===== src/hdl/alubs_pkg.sv =====
// ----------------------------------------------------------------------------
// alubs_pkg
// Shared types, codes and helpers for the data-processing execute unit.
// ----------------------------------------------------------------------------
package alubs_pkg;

   localparam int unsigned WORD_W = 32;
   localparam int unsigned REG_W  = 4;
   localparam int unsigned FLAG_W = 4;
   localparam int unsigned RS_W   = 8;

   localparam logic [REG_W-1:0] REG_PC = 4'hF;

   // flag bit positions
   localparam int unsigned FLAG_N = 3;
   localparam int unsigned FLAG_Z = 2;
   localparam int unsigned FLAG_C = 1;
   localparam int unsigned FLAG_V = 0;

   typedef enum logic [3:0] {
      OP_AND = 4'h0,
      OP_EOR = 4'h1,
      OP_SUB = 4'h2,
      OP_RSB = 4'h3,
      OP_ADD = 4'h4,
      OP_ADC = 4'h5,
      OP_SBC = 4'h6,
      OP_RSC = 4'h7,
      OP_TST = 4'h8,
      OP_TEQ = 4'h9,
      OP_CMP = 4'hA,
      OP_CMN = 4'hB,
      OP_ORR = 4'hC,
      OP_MOV = 4'hD,
      OP_BIC = 4'hE,
      OP_MVN = 4'hF
   } opcode_type;

   typedef enum logic [1:0] {
      SH_LSL = 2'd0,
      SH_LSR = 2'd1,
      SH_ASR = 2'd2,
      SH_ROR = 2'd3
   } shift_kind_type;

   typedef struct packed {
      logic [WORD_W-1:0] instr_word;
      logic [WORD_W-1:0] rn_value;
      logic [WORD_W-1:0] rm_value;
      logic [RS_W-1:0]   rs_low_byte;
      logic [FLAG_W-1:0] flags_in;
      logic              has_spsr;
   } req_type;

   typedef struct packed {
      logic [WORD_W-1:0] result;
      logic [REG_W-1:0]  dest_index;
      logic              write_result;
      logic [FLAG_W-1:0] flags_out;
      logic              flags_write;
      logic              restore_spsr;
   } rsp_type;

   function automatic logic [WORD_W-1:0] ror_word(input logic [WORD_W-1:0] v,
                                                  input logic [4:0]        n);
      logic [2*WORD_W-1:0] d;
      d = {v, v} >> n;
      return d[WORD_W-1:0];
   endfunction

endpackage


===== src/hdl/alubs_shifter.sv =====
// ----------------------------------------------------------------------------
// alubs_shifter
// Barrel shifter: forms the second operand and the shifter carry-out.
// ----------------------------------------------------------------------------
module alubs_shifter (
   input  logic [alubs_pkg::WORD_W-1:0] instr_word,
   input  logic [alubs_pkg::WORD_W-1:0] rm_value,
   input  logic [alubs_pkg::RS_W-1:0]   rs_low_byte,
   input  logic                         carry_in,
   output logic [alubs_pkg::WORD_W-1:0] operand,
   output logic                         carry_out
);
   import alubs_pkg::*;

   shift_kind_type    kind;
   logic [4:0]        rot;
   logic [WORD_W-1:0] imm_val;
   logic [WORD_W-1:0] rm_reg;
   logic [4:0]        sh_imm;
   logic [RS_W-1:0]   sh_reg;
   logic [WORD_W:0]   lsl_r, lsr_r, asr_r, lsl_i, lsr_i, asr_i;
   logic [WORD_W-1:0] ror_r, ror_i;

   always_comb begin
      kind    = shift_kind_type'(instr_word[6:5]);
      rot     = {instr_word[11:8], 1'b0};
      imm_val = ror_word({24'd0, instr_word[7:0]}, rot);
      rm_reg  = (instr_word[3:0] == REG_PC) ? rm_value + 32'd4 : rm_value;
      sh_imm  = instr_word[11:7];
      sh_reg  = rs_low_byte;

      // 33-bit forms keep the last bit shifted out next to the result
      lsl_r = {1'b0, rm_reg} << sh_reg[4:0];
      lsr_r = {rm_reg, 1'b0} >> sh_reg[4:0];
      asr_r = (WORD_W+1)'($signed({rm_reg, 1'b0}) >>> sh_reg[4:0]);
      ror_r = ror_word(rm_reg, sh_reg[4:0]);
      lsl_i = {1'b0, rm_value} << sh_imm;
      lsr_i = {rm_value, 1'b0} >> sh_imm;
      asr_i = (WORD_W+1)'($signed({rm_value, 1'b0}) >>> sh_imm);
      ror_i = ror_word(rm_value, sh_imm);

      operand   = rm_value;
      carry_out = carry_in;
      if (instr_word[25]) begin
         operand   = imm_val;
         carry_out = (rot != 5'd0) ? imm_val[31] : carry_in;
      end else if (instr_word[4]) begin
         if (sh_reg == 8'd0) begin
            operand   = rm_reg;
            carry_out = carry_in;
         end else begin
            case (kind)
               SH_LSL: begin
                  if (sh_reg < 8'd32) begin
                     operand   = lsl_r[WORD_W-1:0];
                     carry_out = lsl_r[WORD_W];
                  end else begin
                     operand   = '0;
                     carry_out = (sh_reg == 8'd32) ? rm_reg[0] : 1'b0;
                  end
               end
               SH_LSR: begin
                  if (sh_reg < 8'd32) begin
                     operand   = lsr_r[WORD_W:1];
                     carry_out = lsr_r[0];
                  end else begin
                     operand   = '0;
                     carry_out = (sh_reg == 8'd32) ? rm_reg[31] : 1'b0;
                  end
               end
               SH_ASR: begin
                  if (sh_reg < 8'd32) begin
                     operand   = asr_r[WORD_W:1];
                     carry_out = asr_r[0];
                  end else begin
                     operand   = {WORD_W{rm_reg[31]}};
                     carry_out = rm_reg[31];
                  end
               end
               default: begin
                  operand   = ror_r;
                  carry_out = ror_r[31];
               end
            endcase
         end
      end else begin
         case (kind)
            SH_LSL: begin
               if (sh_imm == 5'd0) begin
                  operand   = rm_value;
                  carry_out = carry_in;
               end else begin
                  operand   = lsl_i[WORD_W-1:0];
                  carry_out = lsl_i[WORD_W];
               end
            end
            SH_LSR: begin
               if (sh_imm == 5'd0) begin
                  operand   = '0;
                  carry_out = rm_value[31];
               end else begin
                  operand   = lsr_i[WORD_W:1];
                  carry_out = lsr_i[0];
               end
            end
            SH_ASR: begin
               if (sh_imm == 5'd0) begin
                  operand   = {WORD_W{rm_value[31]}};
                  carry_out = rm_value[31];
               end else begin
                  operand   = asr_i[WORD_W:1];
                  carry_out = asr_i[0];
               end
            end
            default: begin
               if (sh_imm == 5'd0) begin
                  // rotate right extended through carry
                  operand   = {carry_in, rm_value[31:1]};
                  carry_out = rm_value[0];
               end else begin
                  operand   = ror_i;
                  carry_out = ror_i[31];
               end
            end
         endcase
      end
   end

endmodule


===== src/hdl/alubs_alu.sv =====
// ----------------------------------------------------------------------------
// alubs_alu
// Opcode execution, flag generation and write-back control.
// ----------------------------------------------------------------------------
module alubs_alu (
   input  alubs_pkg::req_type           req,
   input  logic [alubs_pkg::WORD_W-1:0] operand,
   input  logic                         shift_carry,
   output alubs_pkg::rsp_type           rsp
);
   import alubs_pkg::*;

   opcode_type        opc;
   logic              s_bit;
   logic [REG_W-1:0]  rd;
   logic              c_in;
   logic              is_cmp;
   logic              arith;
   logic [WORD_W-1:0] add_a, add_b, res, logic_res;
   logic              add_c;
   logic [WORD_W:0]   sum;
   logic              c_new, v_new;

   always_comb begin
      opc    = opcode_type'(req.instr_word[24:21]);
      s_bit  = req.instr_word[20];
      rd     = req.instr_word[15:12];
      c_in   = req.flags_in[FLAG_C];
      is_cmp = opc inside {OP_TST, OP_TEQ, OP_CMP, OP_CMN};

      // select adder operands; one shared adder serves all arithmetic
      arith = 1'b1;
      add_a = req.rn_value;
      add_b = operand;
      add_c = 1'b0;
      case (opc)
         OP_SUB, OP_CMP: begin add_b = ~operand; add_c = 1'b1; end
         OP_RSB:         begin add_a = operand; add_b = ~req.rn_value; add_c = 1'b1; end
         OP_ADD, OP_CMN: begin add_c = 1'b0; end
         OP_ADC:         begin add_c = c_in; end
         OP_SBC:         begin add_b = ~operand; add_c = c_in; end
         OP_RSC:         begin add_a = operand; add_b = ~req.rn_value; add_c = c_in; end
         default:        arith = 1'b0;
      endcase

      sum = {1'b0, add_a} + {1'b0, add_b} + {{WORD_W{1'b0}}, add_c};

      case (opc)
         OP_AND, OP_TST: logic_res = req.rn_value & operand;
         OP_EOR, OP_TEQ: logic_res = req.rn_value ^ operand;
         OP_ORR:         logic_res = req.rn_value | operand;
         OP_MOV:         logic_res = operand;
         OP_BIC:         logic_res = req.rn_value & ~operand;
         default:        logic_res = ~operand;
      endcase

      res   = arith ? sum[WORD_W-1:0] : logic_res;
      c_new = arith ? sum[WORD_W] : shift_carry;
      v_new = arith ? ((add_a[31] ^ res[31]) & (add_b[31] ^ res[31]))
                    : req.flags_in[FLAG_V];

      rsp.result       = res;
      rsp.dest_index   = rd;
      rsp.write_result = ~is_cmp;
      rsp.flags_out    = req.flags_in;
      rsp.flags_write  = 1'b0;
      rsp.restore_spsr = 1'b0;
      if (is_cmp || (s_bit && (rd != REG_PC))) begin
         rsp.flags_out   = {res[31], (res == '0), c_new, v_new};
         rsp.flags_write = 1'b1;
      end else if (s_bit && req.has_spsr) begin
         rsp.restore_spsr = 1'b1;
      end
   end

endmodule


===== src/hdl/alu_barrel_shifter_flags_top.sv =====
// ----------------------------------------------------------------------------
// alu_barrel_shifter_flags_top
// Data-processing execute unit: barrel shifter, ALU and NZCV flag logic.
// ----------------------------------------------------------------------------
//
//  channel  direction  handshake              payload
//  req      in         req_valid / req_ready  instr, rn, rm, rs low byte, flags, has_spsr
//  rsp      out        rsp_valid / rsp_ready  result, rd, write, flags, flag write, restore
//
//  From request to response a transaction passes an input register, then
//  shifter and ALU in one pass into the result register.
//  One transaction is accepted every cycle while the response side keeps up.
//  A stalled response holds the result register; the input register still
//  fills, so one more transaction is taken before req_ready drops.
//  Synchronous active-high reset empties both stages.
//
module alu_barrel_shifter_flags_top (
   input  logic                         clock,
   input  logic                         reset,
   input  logic                         req_valid,
   output logic                         req_ready,
   input  logic [alubs_pkg::WORD_W-1:0] req_instr_word,
   input  logic [alubs_pkg::WORD_W-1:0] req_rn_value,
   input  logic [alubs_pkg::WORD_W-1:0] req_rm_value,
   input  logic [alubs_pkg::RS_W-1:0]   req_rs_low_byte,
   input  logic [alubs_pkg::FLAG_W-1:0] req_flags_in,
   input  logic                         req_has_spsr,
   output logic                         rsp_valid,
   input  logic                         rsp_ready,
   output logic [alubs_pkg::WORD_W-1:0] rsp_result,
   output logic [alubs_pkg::REG_W-1:0]  rsp_dest_index,
   output logic                         rsp_write_result,
   output logic [alubs_pkg::FLAG_W-1:0] rsp_flags_out,
   output logic                         rsp_flags_write,
   output logic                         rsp_restore_spsr
);
   import alubs_pkg::*;

   req_type           stage_ff, stage_in;
   logic              stage_valid_ff, stage_valid_in;
   rsp_type           out_ff, out_in;
   logic              out_valid_ff, out_valid_in;
   logic              advance;
   logic [WORD_W-1:0] operand;
   logic              shift_carry;
   rsp_type           alu_rsp;

   // Advance the input stage when the result register is free or draining.
   assign advance   = ~out_valid_ff | rsp_ready;
   assign req_ready = ~stage_valid_ff | advance;

   alubs_shifter u_shifter (
      .instr_word  (stage_ff.instr_word),
      .rm_value    (stage_ff.rm_value),
      .rs_low_byte (stage_ff.rs_low_byte),
      .carry_in    (stage_ff.flags_in[FLAG_C]),
      .operand     (operand),
      .carry_out   (shift_carry)
   );

   alubs_alu u_alu (
      .req         (stage_ff),
      .operand     (operand),
      .shift_carry (shift_carry),
      .rsp         (alu_rsp)
   );

   always_comb begin
      stage_in       = stage_ff;
      stage_valid_in = stage_valid_ff;
      out_in         = out_ff;
      out_valid_in   = out_valid_ff;

      // Capture a new transaction whenever the input stage can take one.
      if (req_ready) begin
         stage_valid_in        = req_valid;
         stage_in.instr_word   = req_instr_word;
         stage_in.rn_value     = req_rn_value;
         stage_in.rm_value     = req_rm_value;
         stage_in.rs_low_byte  = req_rs_low_byte;
         stage_in.flags_in     = req_flags_in;
         stage_in.has_spsr     = req_has_spsr;
      end

      // Move the executed result forward; otherwise hold it.
      if (advance) begin
         out_valid_in = stage_valid_ff;
         out_in       = alu_rsp;
      end
   end

   always_ff @(posedge clock) begin
      if (reset) begin
         stage_valid_ff <= 1'b0;
         out_valid_ff   <= 1'b0;
      end else begin
         stage_valid_ff <= stage_valid_in;
         out_valid_ff   <= out_valid_in;
      end
      stage_ff <= stage_in;
      out_ff   <= out_in;
   end

   assign rsp_valid        = out_valid_ff;
   assign rsp_result       = out_ff.result;
   assign rsp_dest_index   = out_ff.dest_index;
   assign rsp_write_result = out_ff.write_result;
   assign rsp_flags_out    = out_ff.flags_out;
   assign rsp_flags_write  = out_ff.flags_write;
   assign rsp_restore_spsr = out_ff.restore_spsr;

endmodule


===== config.mk =====
export PLATFORM = sky130hd
export DESIGN_NAME = alu_barrel_shifter_flags_top
export DESIGN_NICKNAME = d
export VERILOG_FILES = /design/src/hdl/alubs_pkg.sv /design/src/hdl/alubs_shifter.sv /design/src/hdl/alubs_alu.sv /design/src/hdl/alu_barrel_shifter_flags_top.sv
export SDC_FILE = /design/constraint.sdc
export NUM_CORES = 1
export LEC_CHECK = 0
export ABC_AREA = 1
export BUFFER_PORTS_ARGS = -buffer_cell sky130_fd_sc_hd__buf_2
export CAP_MARGIN = 15
export CORE_AREA = 2 2 234 236
export CTS_CLUSTER_SIZE = 10
export DETAILED_ROUTE_END_ITERATION = 10
export DIE_AREA = 0 0 236 238
export PLACE_DENSITY = 0.65
export SYNTH_ARGS = -nofsm -noshare
export SYNTH_HDL_FRONTEND = slang
export SYNTH_HIERARCHICAL = 1
export SYNTH_SLANG_ARGS = --single-unit
export TNS_END_PERCENT = 30

===== constraint.sdc =====
create_clock -name clock -period 7.5 [get_ports clock]
set_input_delay 0.375 -clock clock [delete_from_list [all_inputs] [get_ports clock]]
set_output_delay 0.375 -clock clock [all_outputs]
set_load 0.005 [all_outputs]

### After elaboration in Yosys (flattened, before gate mapping)

Cells that the tools add are included.

| operators by class | value |
|---|---|
| magnitude comparators | 1 |
| $add $sub $neg | 3 |
| eq/ne operators | 19 |
| reductions and logical operators | 17 |
| shifts and indexed selects | 9 |
| bitwise gates (word level) | 14 |
| mux-type cells | 38 |

Operator list:

| operator | number |
|---|---|
| 2-to-1 mux 32 bit | 13 |
| case mux 32 bit (3 select lines) | 2 |
| case mux 32 bit (5 select lines) | 1 |
| right shift 64 x 5 -> 32 bit | 2 |
| left shift 32 x 5 -> 33 bit | 2 |
| right shift 33 x 5 -> 33 bit | 2 |
| >>> shifter 33 x 5 -> 33 bit | 2 |
| AND 32 bit | 2 |
| inverter 32 bit | 2 |
| case mux 32 bit (2 select lines) | 1 |
| right shift 40 x 5 -> 32 bit | 1 |
| adder 32 x 32 -> 33 bit | 1 |
| adder 33 x 1 -> 33 bit | 1 |
| adder 32 x 3 -> 32 bit, second input constant | 1 |
| equality test 4 bit, second input constant | 8 |
| logical NOT 32 bit | 1 |
| bitwise OR 32 bit | 1 |
| bitwise XOR 32 bit | 1 |
| 2-to-1 mux 1 bit | 17 |
| equality test 4 x 3 -> 1 bit, second input constant | 4 |
| OR reduction 3 bit | 3 |
| equality test 4 x 2 -> 1 bit, second input constant | 2 |
| equality test 8 x 6 -> 1 bit, second input constant | 1 |
| logical NOT 8 bit | 1 |
| 20 further kinds | 29 |

| storage, ports and cells | value |
|---|---|
| register bits after elaboration | 148 |
| output and inout port bits | 45 |
| input port bits | 113 |
| word-level logic and storage cells | 115 |

### Longest topological paths before layout

| depth | value |
|---|---|
| depth after elaboration | 17 |
| depth in mapped cells | 46 |
| mapped depth without buffers | 46 |

### Hierarchy

The synthesis kept the hierarchy.

Modules (own cells, without submodules):

| module | cells each | instances | area an instance (µm²) |
|---|---|---|---|
| alubs_shifter | 2,505 | 1 | 11,752.5 |
| alubs_alu | 1,203 | 1 | 5,885.6 |
| alu_barrel_shifter_flags_top | 161 | 1 | 4,639.4 |

### Worst setup path before layout

Ideal clock, no wire load.

| path | value |
|---|---|
| path type | register to register |
| start | register stage_ff[16] (netlist name) |
| end | register out_ff (netlist bit rsp_flags_out[2]) (data pin) |
| required time | 7.370 ns |
| stages on the path, launching flop included | 40 |
| library setup time | 0.130 ns |
| arrival time | 4.263 ns |
| clock period less this slack | 4.393 ns |
| slack | 3.107 ns |
| path through | edfxtp_1 > ha_1 > inv_1 > nor2_2 > nand2_4 > nor2_4 > nand2_1 > xor2_1 > nand2_1 > nand3_1 > nand3_1 > nand3_1 > nand2_1 > nand2_1 > nand3_1 > nand2_1 > nor2_1 > o21ai_1 > (+4 left out) > a21oi_1 > fa_1 > inv_1 > fa_1 > nand3_1 > nand3_1 > nand2_1 > nand2_1 > or2_2 > nand3_1 > nand2_1 > inv_1 > nand3_1 > nor2_1 > nand3_1 > nor2_1 > nand2_1 > nand2_1 |

RTL lines:

| element | RTL line | RTL |
|---|---|---|
| start, declared | alu_barrel_shifter_flags_top.sv:39 | `req_type stage_ff, stage_in;` |
| start signal, assigned | alu_barrel_shifter_flags_top.sv:100 | `stage_ff <= stage_in;` |
| end signal, assigned | alu_barrel_shifter_flags_top.sv:101 | `out_ff <= out_in;` |
| end, declared | alu_barrel_shifter_flags_top.sv:41 | `rsp_type out_ff, out_in;` |

==> impl.org <==
** Setup path
- Register-to-register setup slack :: roughly 0.95 ns
- The critical path is of the register to register type.
- CP Max Fanout :: 54
- The endpoint identified for the worst register-to-register timing path is rsp_flags_out[2].
- Most used cell along the critical path :: sky130_fd_sc_hd__nand2_1
- Reg2reg path depth :: 33
- Arrival time at the worst endpoint :: about 7 ns
- Largest stage delay on the critical path :: between 0.5 and 0.6 ns
- Kind of end point of the critical path :: register
- STA classifies the critical path startpoint as a register.
- The startpoint identified for the worst register-to-register timing path is stage_ff[84].
- Required arrival time at the worst endpoint :: 7.88 ns
- The largest individual stage delay along the critical path comes from the cell sky130_fd_sc_hd__a21oi_1.

** Drt
- For this block, the initial DRC count from the detailed router was 3865.
- DRC errors left :: 0
- The pre-antenna-repair detailed-routing pass consisted of 7 iterations.
- Routed via count :: between 20000 and 30000
- After detailed routing, the average wire length per cell comes to 20.9 um.
- In this run the remaining antenna-violating nets after routing total 0.
- WL final :: 95.7 mm
- Per-cell via count in the routed design :: ~5.9

** Clock tree
- Clock tree synthesis selected as its root buffer the cell sky130_fd_sc_hd__clkbuf_16.
- After clock tree synthesis, the clock-pin slew on the worst setup and hold paths is 0.07 ns.
- Post-CTS Setup Repair Bufs :: 0
- Post-CTS sizing :: 0
- H-tree levels :: 4
- TritonCTS built the clock tree.
- Post-CTS Hold Buffers :: 0
- Buffer levels on the longest clock path :: 2
- Clock tree synthesis inserted a total of 17 buffers.
- Total number of clock tree sinks :: roughly 140
- Clock latency on the worst-skew pair, taken at its later pin, is slightly above 0.5 ns.

** Worst hold path
- Hold WC Path Type :: input port to register
- The worst hold path begins at reset.
- Count of cells along the worst hold path :: 2
- For hold timing, the worst endpoint is rsp_valid.

** GRT
- Residual overflow from global routing :: 0
- Entering global routing, the biggest net connects 79 pins.
- The first global-routing pass estimated between 100 and 150 mm of wire.
- The via count of the first global-routing pass is ~24000.
- The number of antenna violations at the first check in global routing came to 1.
- Global routing consumed, over all layers together, between 30% and 40% of the routing resources.

** Yosys
- Net Count, Synth :: ~4000
- The cell area that synthesis handed to floorplanning was approximately 22000 um^2.
- For this run, the number of Yosys warnings is 6.
- In this run the mean area of a mapped cell was between 5 and 6 um^2.
- Gate count of the mapped netlist :: 3859

** Timing
- Dividing the final minimum period by the clock period gives between 80% and 90%.
- For the pin with the worst max-slew slack, the measured transition is about 1.1 ns.
- Setup repair after global routing missed its margin :: false
- Clock period minus final worst setup slack :: between 6 and 7 ns
- Max-slew violations :: 0
- For the final database, setup skew stands at around 0.026 ns.
- Setup violations remaining at the end of the flow were counted as 0.
- Across all setup checks in the final design, the least slack found is roughly 0.95 ns.
- Max transition margin :: 23.2%
- After routing, the total negative slack on setup checks comes to 0 ns.
- FMAX :: roughly 150 MHz
- The final hold violation count came to 0.

** Floorplan
- For this configuration, the core starts out at a cell density of approximately two fifths.
- Die X-Extent :: 236 um
- between 150 and 200 I/O pins were placed.
- The core region is between 50000 and 60000 um^2.
- Floorplan die height :: approximately 240 um
- The initialized floorplan defines 85 standard-cell rows.
- DIE AREA :: about 56000 um^2

** Pwr
- In this run the static leakage power is ~0.011 uW.
- Power density relative to cell area :: 160 nW/um^2
- The worst-case IR drop observed on VDD is ~170 uV.
- Total chip power :: between 3000 and 4000 uW

** Cells and area
- Finished Core Util :: between 40 and 50%
- Area delta synth->final :: 7.78%
- Number of nets in the finished design :: a little over 4000
- Ant. Diodes :: 0
- The finished layout holds ~4600 standard cells, fillers aside.
- Share of cells above drive strength 1 :: 9.95%

** Outcome
- Status :: completed

** Placed design
- Pre-CTS WS :: approximately 1.3 ns
- RD Place Congestion :: 1.09
- Number of port buffers :: 147
- Once placement completed, the tool counted placed cells totaling approximately 4500.
- Placed wire-length estimate :: between 70 and 80 mm

** Run
- Number of maximum-capacitance violations :: 0
[worst max path at each step]
| stage | from | endpoint | slack [ns] | cells after the start |
|---|---|---|---|---|
| 6_report | stage_ff[84] | rsp_flags_out[2] | 0.95 | 33 |
| 5_1_grt | stage_ff[12] | rsp_flags_out[2] | 0.66 | 36 |
| 4_1_cts | stage_ff[84] | rsp_flags_out[2] | 1.26 | 33 |
| 3_5_place_dp | stage_ff[84] | rsp_flags_out[2] | 1.29 | 33 |
| 3_3_place_gp | stage_ff[84] | rsp_flags_out[2] | 1.36 | 34 |
| 2_1_floorplan | stage_ff[16] | rsp_flags_out[2] | 3.11 | 39 |
[layer usage]
layer	vias to the layer above	GRT usage, %	share of wire, %
li1	12925	-	-
met1	12229	45.1	42
met2	1573	50.8	42
met3	255	7.20	11
met4	2	16.7	5.1
met5	-	0	0.011
[metrics by stage]
stage / hold slack, ns / instance area, um^2
2_1_floorplan: 0.436 / 22000
3_3_place_gp: 0.430 / 23100
3_5_place_dp: 0.440 / 23100
4_1_cts: 0.00849 / 23700
5_1_grt: 0.0285 / 23700
6_report: 0.0335 / 23700
[final cells by class]
type / count / area, um^2
inverter: 387 / 1460
timing repair buffer: 207 / 1200
tap: 696 / 871
sequential: 144 / 4300
fill: 5915 / 29800
multi-input combinational: 3111 / 15300
clock inverter: 13 / 153
clock buffer: 19 / 433
[worst max-delay path, delay by kind of cell, from the launching register on]
kind / cells / cell delay (ns)
AND/OR/NAND/NOR: 20 / 2.81
AO/OA/AOI/OAI: 9 / 2.07
buffers and inverters: 3 / 0.77
adder cells (fa/ha/maj): 1 / 0.40
flip-flops: 1 / 0.36
[layout by cell type, fill, tap and decap left out, drive strengths merged, types with 2 or more instances in the layout]
master,count
a211oi,4
a21boi,4
a21oi,176
a221oi,5
a31oi,20
and2,4
buf,207
bufinv,2
clkbuf,19
clkinv,6
clkinvlp,5
dfxtp,2
edfxtp,142
fa,2
ha,64
inv,387
mux2i,9
nand2,1403
nand3,517
nand3b,18
nand4,40
nor2,267
nor3,19
o2111ai,13
o211ai,44
o21a,11
o21ai,376
o21bai,2
o221ai,40
o22ai,23
o311ai,6
o31ai,4
o41ai,2
or2,14
xnor2,2
xor2,12
[flip-flops by register name, summed over array words and instances, names as in the netlist]
register / count
rsp_dest_index: 4
rsp_write_result: 1
stage_ff: 99
stage_valid_ff: 1
rsp_result: 32
rsp_flags_write: 1
rsp_restore_spsr: 1
rsp_valid: 1
rsp_flags_out: 4
[power breakdown]
group          switching (uW)  internal (uW)  total, uW
Clock                     393            493        886
Combinational            1290            556       1840
Sequential               70.8            993       1060
Note: power is estimated with default switching activity, not from simulation.
